===== config.mk =====
export PLATFORM = sky130hd
export DESIGN_NAME = scalar_kalman_filter_bank_unit_flat
export DESIGN_NICKNAME = d
export VERILOG_FILES = /design/src/hw/rtl/skfb_pkg.sv /design/src/hw/rtl/skfb_in_if.sv /design/src/hw/rtl/skfb_out_if.sv /design/src/hw/rtl/skfb_cfg_if.sv /design/src/hw/rtl/skfb_div.sv /design/src/hw/rtl/scalar_kalman_filter_bank_unit.sv /design/src/flat_wrapper.sv
export SDC_FILE = /design/constraint.sdc
export NUM_CORES = 2
export LEC_CHECK = 0
export BUFFER_PORTS_ARGS = -buffer_cell sky130_fd_sc_hd__buf_2
export CAP_MARGIN = 20
export CORE_UTILIZATION = 30
export CTS_CLUSTER_SIZE = 12
export DETAILED_ROUTE_END_ITERATION = 10
export HOLD_SLACK_MARGIN = 0.12
export SLEW_MARGIN = 10
export SYNTH_ARGS = -nofsm -noshare
export SYNTH_HDL_FRONTEND = slang
export SYNTH_HIERARCHICAL = 1
export SYNTH_SLANG_ARGS = --single-unit
export TNS_END_PERCENT = 30

===== constraint.sdc =====
create_clock -name clk -period 29.8 [get_ports clk]
set_input_delay 4.47 -clock clk [delete_from_list [all_inputs] [get_ports clk]]
set_output_delay 4.47 -clock clk [all_outputs]
set_load 0.01 [all_outputs]

===== src/hw/rtl/skfb_pkg.sv =====
package skfb_pkg;

	localparam int CH_W = 2;
	localparam int DATA_W = 32;
	localparam int GAIN_W = 16;
	localparam int CFG_IDX_W = 1;
	localparam int DIV_STEPS = 17;
	localparam int DIV_CNT_W = 5;

	localparam logic [CFG_IDX_W-1:0] CFG_PROCESS_NOISE = 1'b0;
	localparam logic [CFG_IDX_W-1:0] CFG_MEASURE_NOISE = 1'b1;

	localparam logic [DATA_W-1:0] PROCESS_NOISE_RST = 32'd1311;
	localparam logic [DATA_W-1:0] MEASURE_NOISE_RST = 32'd65536;

	typedef enum logic [2:0] {
		ST_IDLE,
		ST_PRIOR,
		ST_DIVS,
		ST_DIVW,
		ST_MULE,
		ST_ESTU,
		ST_COVU,
		ST_WB
	} state_t;

	typedef struct packed {
		logic ld_prior;
		logic div_start;
		logic ld_gain;
		logic mul_cov;
		logic ld_prod;
		logic ld_est;
		logic ld_cov;
		logic wb;
	} ctl_t;

	typedef struct packed {
		logic start;
		logic [DATA_W-1:0] num;
		logic [DATA_W:0] den;
	} div_req_t;

	typedef struct packed {
		logic done;
		logic [GAIN_W-1:0] quot;
	} div_rsp_t;

endpackage


===== src/hw/rtl/skfb_in_if.sv =====
interface skfb_in_if;
	logic valid;
	logic ready;
	logic [skfb_pkg::CH_W-1:0] channel;
	logic signed [skfb_pkg::DATA_W-1:0] sample;

	modport source(output valid, output channel, output sample, input ready);
	modport sink(input valid, input channel, input sample, output ready);
endinterface


===== src/hw/rtl/skfb_out_if.sv =====
interface skfb_out_if;
	logic valid;
	logic ready;
	logic [skfb_pkg::CH_W-1:0] channel_out;
	logic signed [skfb_pkg::DATA_W-1:0] estimate;

	modport source(output valid, output channel_out, output estimate, input ready);
	modport sink(input valid, input channel_out, input estimate, output ready);
endinterface


===== src/hw/rtl/skfb_cfg_if.sv =====
interface skfb_cfg_if;
	logic valid;
	logic ready;
	logic [skfb_pkg::CFG_IDX_W-1:0] index;
	logic [skfb_pkg::DATA_W-1:0] data;

	modport source(output valid, output index, output data, input ready);
	modport sink(input valid, input index, input data, output ready);
endinterface


===== src/hw/rtl/skfb_div.sv =====
module skfb_div (
	input  logic clk,
	input  logic arst_n,
	input  skfb_pkg::div_req_t req,
	output skfb_pkg::div_rsp_t rsp
);

	logic run_q;
	logic done_q;
	logic [skfb_pkg::DIV_CNT_W-1:0] cnt_q;
	logic [skfb_pkg::DATA_W+1:0] rem_q;
	logic [skfb_pkg::DATA_W:0] dvs_q;
	logic [skfb_pkg::GAIN_W:0] quo_q;
	logic zero_q;

	logic first;
	logic [skfb_pkg::DATA_W+1:0] trial;
	logic [skfb_pkg::DATA_W+2:0] diff;
	logic ge;

	assign first = (cnt_q == skfb_pkg::DIV_CNT_W'(skfb_pkg::DIV_STEPS));
	assign trial = first ? rem_q : {rem_q[skfb_pkg::DATA_W:0], 1'b0};
	assign diff = {1'b0, trial} - {2'b00, dvs_q};
	assign ge = !diff[skfb_pkg::DATA_W+2];

	always_ff @(posedge clk or negedge arst_n) begin
		if (!arst_n) begin
			run_q <= 1'b0;
			done_q <= 1'b0;
			cnt_q <= '0;
		end else begin
			done_q <= 1'b0;
			if (req.start) begin
				run_q <= 1'b1;
				cnt_q <= skfb_pkg::DIV_CNT_W'(skfb_pkg::DIV_STEPS);
			end else if (run_q) begin
				cnt_q <= cnt_q - 1'b1;
				if (cnt_q == skfb_pkg::DIV_CNT_W'(1)) begin
					run_q <= 1'b0;
					done_q <= 1'b1;
				end
			end
		end
	end

	always_ff @(posedge clk) begin
		if (req.start) begin
			rem_q <= {2'b00, req.num};
			dvs_q <= req.den;
			zero_q <= (req.den == '0);
			quo_q <= '0;
		end else if (run_q) begin
			rem_q <= ge ? diff[skfb_pkg::DATA_W+1:0] : trial;
			quo_q <= {quo_q[skfb_pkg::GAIN_W-1:0], ge};
		end
	end

	always_comb begin
		rsp.done = done_q;
		if (zero_q) begin
			rsp.quot = '0;
		end else if (quo_q[skfb_pkg::GAIN_W]) begin
			rsp.quot = '1;
		end else begin
			rsp.quot = quo_q[skfb_pkg::GAIN_W-1:0];
		end
	end

endmodule


===== src/hw/rtl/scalar_kalman_filter_bank_unit.sv =====
// Bank of scalar Kalman filters, one estimate and one error covariance per channel.
// The samples channel takes a channel index and a signed Q16.16 sample. For each
// transaction on it, exactly one transaction appears on the results channel with
// the same channel index and the updated estimate, saturated to 32 bits.
// The cfg channel writes the process noise (index 0) and the measurement noise
// (index 1), both unsigned Q16.16. It is always ready; write it only while idle.
// An in-range item passes through the 17-step restoring divider that forms the gain;
// one shared multiplier then forms the estimate correction and the new covariance.
// The block takes the next item only once the previous one has been written back.
// A channel index at or beyond CHANNELS changes no state, goes straight to
// write-back and returns a zero estimate; the next item is taken after that.
// Reset clears every estimate and covariance and loads the noise registers
// with their defaults (Q = 1311, R = 65536).
// The result sits in an output register. A stalled receiver holds it there; the
// next item may still be accepted and runs up to its write-back, where it waits
// until the output register is free.
module scalar_kalman_filter_bank_unit #(
	parameter int CHANNELS = 3
) (
	input logic clk,
	input logic arst_n,
	skfb_in_if.sink samples,
	skfb_out_if.source results,
	skfb_cfg_if.sink cfg
);

	localparam int CH_IDX_W = (CHANNELS > 1) ? $clog2(CHANNELS) : 1;

	skfb_pkg::state_t state_q;
	skfb_pkg::state_t state_d;
	skfb_pkg::ctl_t ctl;

	logic [skfb_pkg::DATA_W-1:0] pnoise_q;
	logic [skfb_pkg::DATA_W-1:0] mnoise_q;

	logic signed [skfb_pkg::DATA_W-1:0] est_store_q [CHANNELS];
	logic [skfb_pkg::DATA_W-1:0] cov_store_q [CHANNELS];

	logic [skfb_pkg::CH_W-1:0] ch_q;
	logic [CH_IDX_W-1:0] idx_q;
	logic ch_ok_q;
	logic signed [skfb_pkg::DATA_W-1:0] sample_q;
	logic [skfb_pkg::DATA_W-1:0] prior_q;
	logic [skfb_pkg::DATA_W:0] den_q;
	logic signed [skfb_pkg::DATA_W:0] innov_q;
	logic [skfb_pkg::GAIN_W-1:0] gain_q;
	logic signed [51:0] prod_q;
	logic signed [skfb_pkg::DATA_W-1:0] est_next_q;
	logic [skfb_pkg::DATA_W-1:0] cov_next_q;

	logic out_valid_q;
	logic [skfb_pkg::CH_W-1:0] out_ch_q;
	logic signed [skfb_pkg::DATA_W-1:0] out_est_q;

	logic in_fire;
	logic wb_fire;
	logic [2:0] ch_ext;
	logic in_ok;
	logic signed [skfb_pkg::DATA_W-1:0] est_cur;
	logic [skfb_pkg::DATA_W-1:0] cov_cur;
	logic [skfb_pkg::DATA_W:0] prior_sum;
	logic [skfb_pkg::DATA_W-1:0] prior_d;
	logic [skfb_pkg::DATA_W:0] den_d;
	logic signed [skfb_pkg::DATA_W:0] innov_d;
	logic [skfb_pkg::GAIN_W:0] mul_a;
	logic signed [skfb_pkg::DATA_W+1:0] mul_b;
	logic signed [51:0] prod;
	logic signed [36:0] est_sum;
	logic signed [skfb_pkg::DATA_W-1:0] est_sat;

	skfb_pkg::div_req_t div_req;
	skfb_pkg::div_rsp_t div_rsp;

	assign samples.ready = (state_q == skfb_pkg::ST_IDLE);
	assign in_fire = samples.valid && samples.ready;
	assign wb_fire = ctl.wb && (!out_valid_q || results.ready);
	assign cfg.ready = 1'b1;

	assign ch_ext = {1'b0, samples.channel};
	assign in_ok = (32'(samples.channel) < CHANNELS);

	assign results.valid = out_valid_q;
	assign results.channel_out = out_ch_q;
	assign results.estimate = out_est_q;

	always_ff @(posedge clk or negedge arst_n) begin
		if (!arst_n) begin
			pnoise_q <= skfb_pkg::PROCESS_NOISE_RST;
			mnoise_q <= skfb_pkg::MEASURE_NOISE_RST;
		end else if (cfg.valid && cfg.ready) begin
			case (cfg.index)
				skfb_pkg::CFG_PROCESS_NOISE: pnoise_q <= cfg.data;
				skfb_pkg::CFG_MEASURE_NOISE: mnoise_q <= cfg.data;
				default: ;
			endcase
		end
	end

	always_ff @(posedge clk or negedge arst_n) begin
		if (!arst_n) begin
			state_q <= skfb_pkg::ST_IDLE;
		end else begin
			state_q <= state_d;
		end
	end

	always_comb begin
		state_d = state_q;
		case (state_q)
			skfb_pkg::ST_IDLE: begin
				if (in_fire) begin
					state_d = in_ok ? skfb_pkg::ST_PRIOR : skfb_pkg::ST_WB;
				end
			end
			skfb_pkg::ST_PRIOR: state_d = skfb_pkg::ST_DIVS;
			skfb_pkg::ST_DIVS: state_d = skfb_pkg::ST_DIVW;
			skfb_pkg::ST_DIVW: begin
				if (div_rsp.done) begin
					state_d = skfb_pkg::ST_MULE;
				end
			end
			skfb_pkg::ST_MULE: state_d = skfb_pkg::ST_ESTU;
			skfb_pkg::ST_ESTU: state_d = skfb_pkg::ST_COVU;
			skfb_pkg::ST_COVU: state_d = skfb_pkg::ST_WB;
			skfb_pkg::ST_WB: begin
				if (wb_fire) begin
					state_d = skfb_pkg::ST_IDLE;
				end
			end
			default: state_d = skfb_pkg::ST_IDLE;
		endcase
	end

	always_comb begin
		ctl = '0;
		case (state_q)
			skfb_pkg::ST_PRIOR: ctl.ld_prior = 1'b1;
			skfb_pkg::ST_DIVS: ctl.div_start = 1'b1;
			skfb_pkg::ST_DIVW: ctl.ld_gain = div_rsp.done;
			skfb_pkg::ST_MULE: ctl.ld_prod = 1'b1;
			skfb_pkg::ST_ESTU: begin
				ctl.ld_est = 1'b1;
				ctl.mul_cov = 1'b1;
				ctl.ld_prod = 1'b1;
			end
			skfb_pkg::ST_COVU: ctl.ld_cov = 1'b1;
			skfb_pkg::ST_WB: ctl.wb = 1'b1;
			default: ctl = '0;
		endcase
	end

	assign est_cur = est_store_q[idx_q];
	assign cov_cur = cov_store_q[idx_q];

	assign prior_sum = {1'b0, cov_cur} + {1'b0, pnoise_q};
	assign prior_d = prior_sum[skfb_pkg::DATA_W] ? '1 : prior_sum[skfb_pkg::DATA_W-1:0];
	assign den_d = {1'b0, prior_d} + {1'b0, mnoise_q};
	assign innov_d = {sample_q[skfb_pkg::DATA_W-1], sample_q}
		- {est_cur[skfb_pkg::DATA_W-1], est_cur};

	assign div_req.start = ctl.div_start;
	assign div_req.num = prior_q;
	assign div_req.den = den_q;

	skfb_div u_div (
		.clk(clk),
		.arst_n(arst_n),
		.req(div_req),
		.rsp(div_rsp)
	);

	assign mul_a = ctl.mul_cov ? (17'h10000 - {1'b0, gain_q}) : {1'b0, gain_q};
	assign mul_b = ctl.mul_cov ? $signed({2'b00, prior_q})
		: $signed({innov_q[skfb_pkg::DATA_W], innov_q});
	assign prod = $signed({1'b0, mul_a}) * mul_b;

	assign est_sum = {{5{est_cur[skfb_pkg::DATA_W-1]}}, est_cur}
		+ {prod_q[51], prod_q[51:16]};

	always_comb begin
		if (est_sum[36:31] == 6'b000000 || est_sum[36:31] == 6'b111111) begin
			est_sat = est_sum[31:0];
		end else if (est_sum[36]) begin
			est_sat = 32'sh80000000;
		end else begin
			est_sat = 32'sh7FFFFFFF;
		end
	end

	always_ff @(posedge clk) begin
		if (in_fire) begin
			ch_q <= samples.channel;
			idx_q <= ch_ext[CH_IDX_W-1:0];
			ch_ok_q <= in_ok;
			sample_q <= samples.sample;
			est_next_q <= '0;
		end
		if (ctl.ld_prior) begin
			prior_q <= prior_d;
			den_q <= den_d;
			innov_q <= innov_d;
		end
		if (ctl.ld_gain) begin
			gain_q <= div_rsp.quot;
		end
		if (ctl.ld_prod) begin
			prod_q <= prod;
		end
		if (ctl.ld_est) begin
			est_next_q <= est_sat;
		end
		if (ctl.ld_cov) begin
			cov_next_q <= prod_q[47:16];
		end
	end

	always_ff @(posedge clk or negedge arst_n) begin
		if (!arst_n) begin
			for (int i = 0; i < CHANNELS; i++) begin
				est_store_q[i] <= '0;
				cov_store_q[i] <= '0;
			end
		end else if (wb_fire && ch_ok_q) begin
			est_store_q[idx_q] <= est_next_q;
			cov_store_q[idx_q] <= cov_next_q;
		end
	end

	always_ff @(posedge clk or negedge arst_n) begin
		if (!arst_n) begin
			out_valid_q <= 1'b0;
		end else if (wb_fire) begin
			out_valid_q <= 1'b1;
		end else if (results.ready) begin
			out_valid_q <= 1'b0;
		end
	end

	always_ff @(posedge clk) begin
		if (wb_fire) begin
			out_ch_q <= ch_q;
			out_est_q <= est_next_q;
		end
	end

`ifndef SYNTHESIS
	a_div_done_in_wait: assert property (@(posedge clk) disable iff (!arst_n)
		div_rsp.done |-> state_q == skfb_pkg::ST_DIVW)
		else $error("Divider finished outside of its wait state.");

	a_cov_not_growing: assert property (@(posedge clk) disable iff (!arst_n)
		(state_q == skfb_pkg::ST_WB && ch_ok_q) |-> cov_next_q <= prior_q)
		else $error("Updated covariance exceeds the prior covariance.");

	a_bad_channel_zero: assert property (@(posedge clk) disable iff (!arst_n)
		(state_q == skfb_pkg::ST_WB && !ch_ok_q) |-> est_next_q == '0)
		else $error("Out-of-range channel carries a nonzero estimate.");

	a_result_loaded: assert property (@(posedge clk) disable iff (!arst_n)
		wb_fire |=> out_valid_q && out_est_q == $past(est_next_q))
		else $error("Result register did not take the write-back value.");
`endif

endmodule


===== src/flat_wrapper.sv =====
// flat-port wrapper written by rule: the top's interface ports become plain ports
module scalar_kalman_filter_bank_unit_flat 
#(
	parameter int CHANNELS = 3
)
  (clk, arst_n, samples_valid, samples_channel, samples_sample, samples_ready, results_valid, results_channel_out, results_estimate, results_ready, cfg_valid, cfg_index, cfg_data, cfg_ready);
  skfb_in_if samples_i ();
  skfb_out_if results_i ();
  skfb_cfg_if cfg_i ();
  input logic clk;
  input logic arst_n;
  input wire logic [$bits(samples_i.valid)-1:0] samples_valid;
  input wire logic [$bits(samples_i.channel)-1:0] samples_channel;
  input wire logic [$bits(samples_i.sample)-1:0] samples_sample;
  output wire logic [$bits(samples_i.ready)-1:0] samples_ready;
  output wire logic [$bits(results_i.valid)-1:0] results_valid;
  output wire logic [$bits(results_i.channel_out)-1:0] results_channel_out;
  output wire logic [$bits(results_i.estimate)-1:0] results_estimate;
  input wire logic [$bits(results_i.ready)-1:0] results_ready;
  input wire logic [$bits(cfg_i.valid)-1:0] cfg_valid;
  input wire logic [$bits(cfg_i.index)-1:0] cfg_index;
  input wire logic [$bits(cfg_i.data)-1:0] cfg_data;
  output wire logic [$bits(cfg_i.ready)-1:0] cfg_ready;
  assign samples_i.valid = samples_valid;
  assign samples_i.channel = samples_channel;
  assign samples_i.sample = samples_sample;
  assign samples_ready = samples_i.ready;
  assign results_valid = results_i.valid;
  assign results_channel_out = results_i.channel_out;
  assign results_estimate = results_i.estimate;
  assign results_i.ready = results_ready;
  assign cfg_i.valid = cfg_valid;
  assign cfg_i.index = cfg_index;
  assign cfg_i.data = cfg_data;
  assign cfg_ready = cfg_i.ready;
  scalar_kalman_filter_bank_unit #(.CHANNELS(CHANNELS)) u_core (.clk(clk), .arst_n(arst_n), .samples(samples_i), .results(results_i), .cfg(cfg_i));
endmodule

==> run metrics <==
status=finished, final reports clean; Final TNS setup=0 ns; global-route wire length before repair=232.4 mm; Worst-Skew Late Latency=0.67 ns; final std cell area, no fill=57860 um^2; synth top area cells=fa_1, edfxtp_1, dfrtp_1; row cnt=152; initial antenna violation count=3; Crit-path slowest cell=xor2_4; fillers=17386; footprint of the multi-input gates=31220 um^2; clock slew at reported path FFs=0.06 ns; die area=175200 um^2; Clock Sinks=635; most frequent CP cell=fa_1; core area=171900 um^2; GR Overflow Total=0; Worst EP arrival=9.94 ns; Seq/Total Area, Yosys=33.71%; hold buffer count at cts=0; CTS max path bufs=3; max-slew violation count=0; final setup fails=0; Peak Freq=104.8 MHz; flops & latches, synth=635; Max Cap Viol=0; Die X=418.6 um; Initial Util=30.29%; register area=17550 um^2; post-CTS sizing=0; clk_skew=0.03971 ns; clock root buffer=clkbuf_16; Final nets=5943; TritonCTS Buffers=75; startpoint types=flop; Post-Syn Area=52070 um^2; DRC violations left=0; async set-or-reset flop fraction in the synthesized netlist=42.05%; warnings from Yosys=6; slew margin rel.=20.61%; CTS HTree Levels=3; Post-synth EDFFs=349; Gate Count Post-Synth=4994; RSZ-0062 raised after global routing=false; ANT nets after route=0; ys flop type=edfxtp_1; share of the synthesized area in the top cell type=20.88%; crit path max fanout=37; wire per inst=20.60 um; Yosys cell types=95; Area Overhead vs Synth=11.13%; Vias/cell=4.911; postcts setup bufs=0; mean area per synthesized cell=10.43 um^2; 1st-iter DRT viols=2931; DRT Wirelength=152.8 mm; WS Path Type=reg -> reg; CP Buf/Inv Count=4; drt first pass iters=6; GRT Overall Usage=17.54%; post-synth top area cell=fa_1; Placer Congestion=0.9478; Final HPWL DP=119.7 mm; CTS tree=done; Vias=36431; IO Count=109; chip height=418.6 um; largest net degree at the start of global routing=73; CP required=30.20 ns; Port Buf Inserts=107; layout cell share with drive strength beyond 1=12.99%; Crit path max-delay family=adder cells; post-placement cell area=55330 um^2; hold violation count in the final report=0; via count of the first global-routing pass=37375; Worst-Margin Slew=1.189 ns; CP Capture Type=flop; Final min period=9.542 ns; worst min path class=reg -> reg; Final period util=32.02%; CP max stage delay=0.94 ns
==> synthesized netlist by cell type, types with 19 or more instances <==
cell      instances
nor2_1          391
xnor2_1         125
mux2i_1         114
edfxtp_1        349
and3_1           28
nand4_1          22
xor2_1           67
o21ai_0         145
dfxtp_1          19
nor3_1           27
dfrtp_1         259
a31oi_1          24
a21oi_1         222
nand3_1          50
inv_1           727
and2_1           25
nand2b_1         30
fa_1            543
a21o_1          124
ha_1            286
clkbuf_1        152
nor2b_1          34
nand2_1         591
mux2_2          321
o21a_1           36
o211ai_1         22
==> path summary, 6_finish.rpt <==
kind / startpoint / cells past startpoint / slack (ns) / end
min reg2reg: u_core/den_q[30] / 0 / 0.44 / u_core/u_div/dvs_q[30]
max: u_core/state_q[2] / 27 / 20.26 / u_core/prod_q[48]
max reg2reg: u_core/state_q[2] / 27 / 20.26 / u_core/prod_q[48]
min: u_core/den_q[30] / 0 / 0.44 / u_core/u_div/dvs_q[30]
min in group asynchronous: arst_n / 1 / 3.74 / u_core/cov_store_q[93]
max in group asynchronous: arst_n / 3 / 23.80 / u_core/pnoise_q[30]
==> cell usage in the layout (no fill, tap or decap), types with 13 or more instances in the layout <==
master / count
ha_1: 286
nor3_1: 26
edfxtp_1: 349
o21ai_0: 145
nand4_1: 22
o21bai_1: 17
clkbuf_16: 78
nand2b_1: 30
o21ai_1: 15
mux2_2: 321
and3_1: 28
clkinv_2: 13
inv_1: 726
dfxtp_1: 19
xnor2_1: 119
dfrtp_1: 259
a211oi_1: 15
xor2_1: 59
a21oi_1: 222
o21a_1: 36
a31oi_1: 24
buf_2: 106
fa_1: 543
and2_1: 25
clkbuf_1: 18
nor2_1: 390
nor2b_1: 30
nand2_1: 588
a21o_1: 124
o211ai_1: 22
buf_4: 50
nand3_1: 49
mux2i_1: 114
nor4_1: 16
==> layer usage <==
layer	up-vias	track usage (%)	share of wire (%)
met5	-	0	0
met4	0	6.643	3.9
met3	224	3.401	6.7
met2	1056	28.14	46
met1	18540	23.31	43
li1	16611	-	-
==> cell type report <==
cell class / instances / share of cell area, %
multi-input cells: 3445 / 53.96
flip-flops and latches: 635 / 30.33
well taps: 2310 / 4.995
inverters: 727 / 4.716
clock buffers: 104 / 3.680
repair buffers: 158 / 1.617
clock inverters: 34 / 0.6811
diodes: 5 / 0.02162
==> through the flow <==
| stage | utilization [%] | worst slack (ns) | hold slack [ns] | instances |
|---|---|---|---|---|
| after global routing | 33.65 | 19.81 | 0.4485 | 7413 |
| after global placement | 32.17 | 20.38 | 0.4256 | 7274 |
| after floorplan | - | 20.33 | 0.4174 | 4995 |
| after CTS | 33.65 | 20.35 | 0.4432 | 7413 |
| after detailed placement | 32.18 | 20.40 | 0.4359 | 7275 |
| final | 33.66 | 20.26 | 0.4442 | 7418 |
==> sequential cells by signal, summed over array words and instances, names as in the netlist, 33 cells and up <==
| register | cells |
|---|---|
| u_core/est_store_q | 96 |
| u_core/prod_q | 36 |
| u_core/u_div/dvs_q | 33 |
| u_core/innov_q | 33 |
| u_core/u_div/rem_q | 34 |
| u_core/cov_store_q | 96 |
| u_core/den_q | 33 |
==> cells by family after synthesis <==
| kind of cell | synth area share, % |
|---|---|
| AND/OR/NAND/NOR | 10.38 |
| buffers and inverters | 6.745 |
| adder cells (fa/ha/maj) | 27.75 |
| AO/OA/AOI/OAI | 9.047 |
| flip-flops | 33.71 |
| multiplexers | 9.133 |
| XOR/XNOR | 3.229 |
| other | 0.01442 |
==> worst reg2reg max path: cells and delay by family, from the launching register on <==
family / cells / cell delay [ns]
AOI/OAI and AO/OA: 7 / 1.86
xor gates and xnor gates: 2 / 1.03
adders and majority gates: 7 / 3.46
buffers and inverters: 4 / 0.61
DFF: 1 / 0.58
and+or+nand+nor: 7 / 1.77
Power is not shown: default switching activity piles up to over one toggle a cycle in this logic, so the estimate is an artifact.
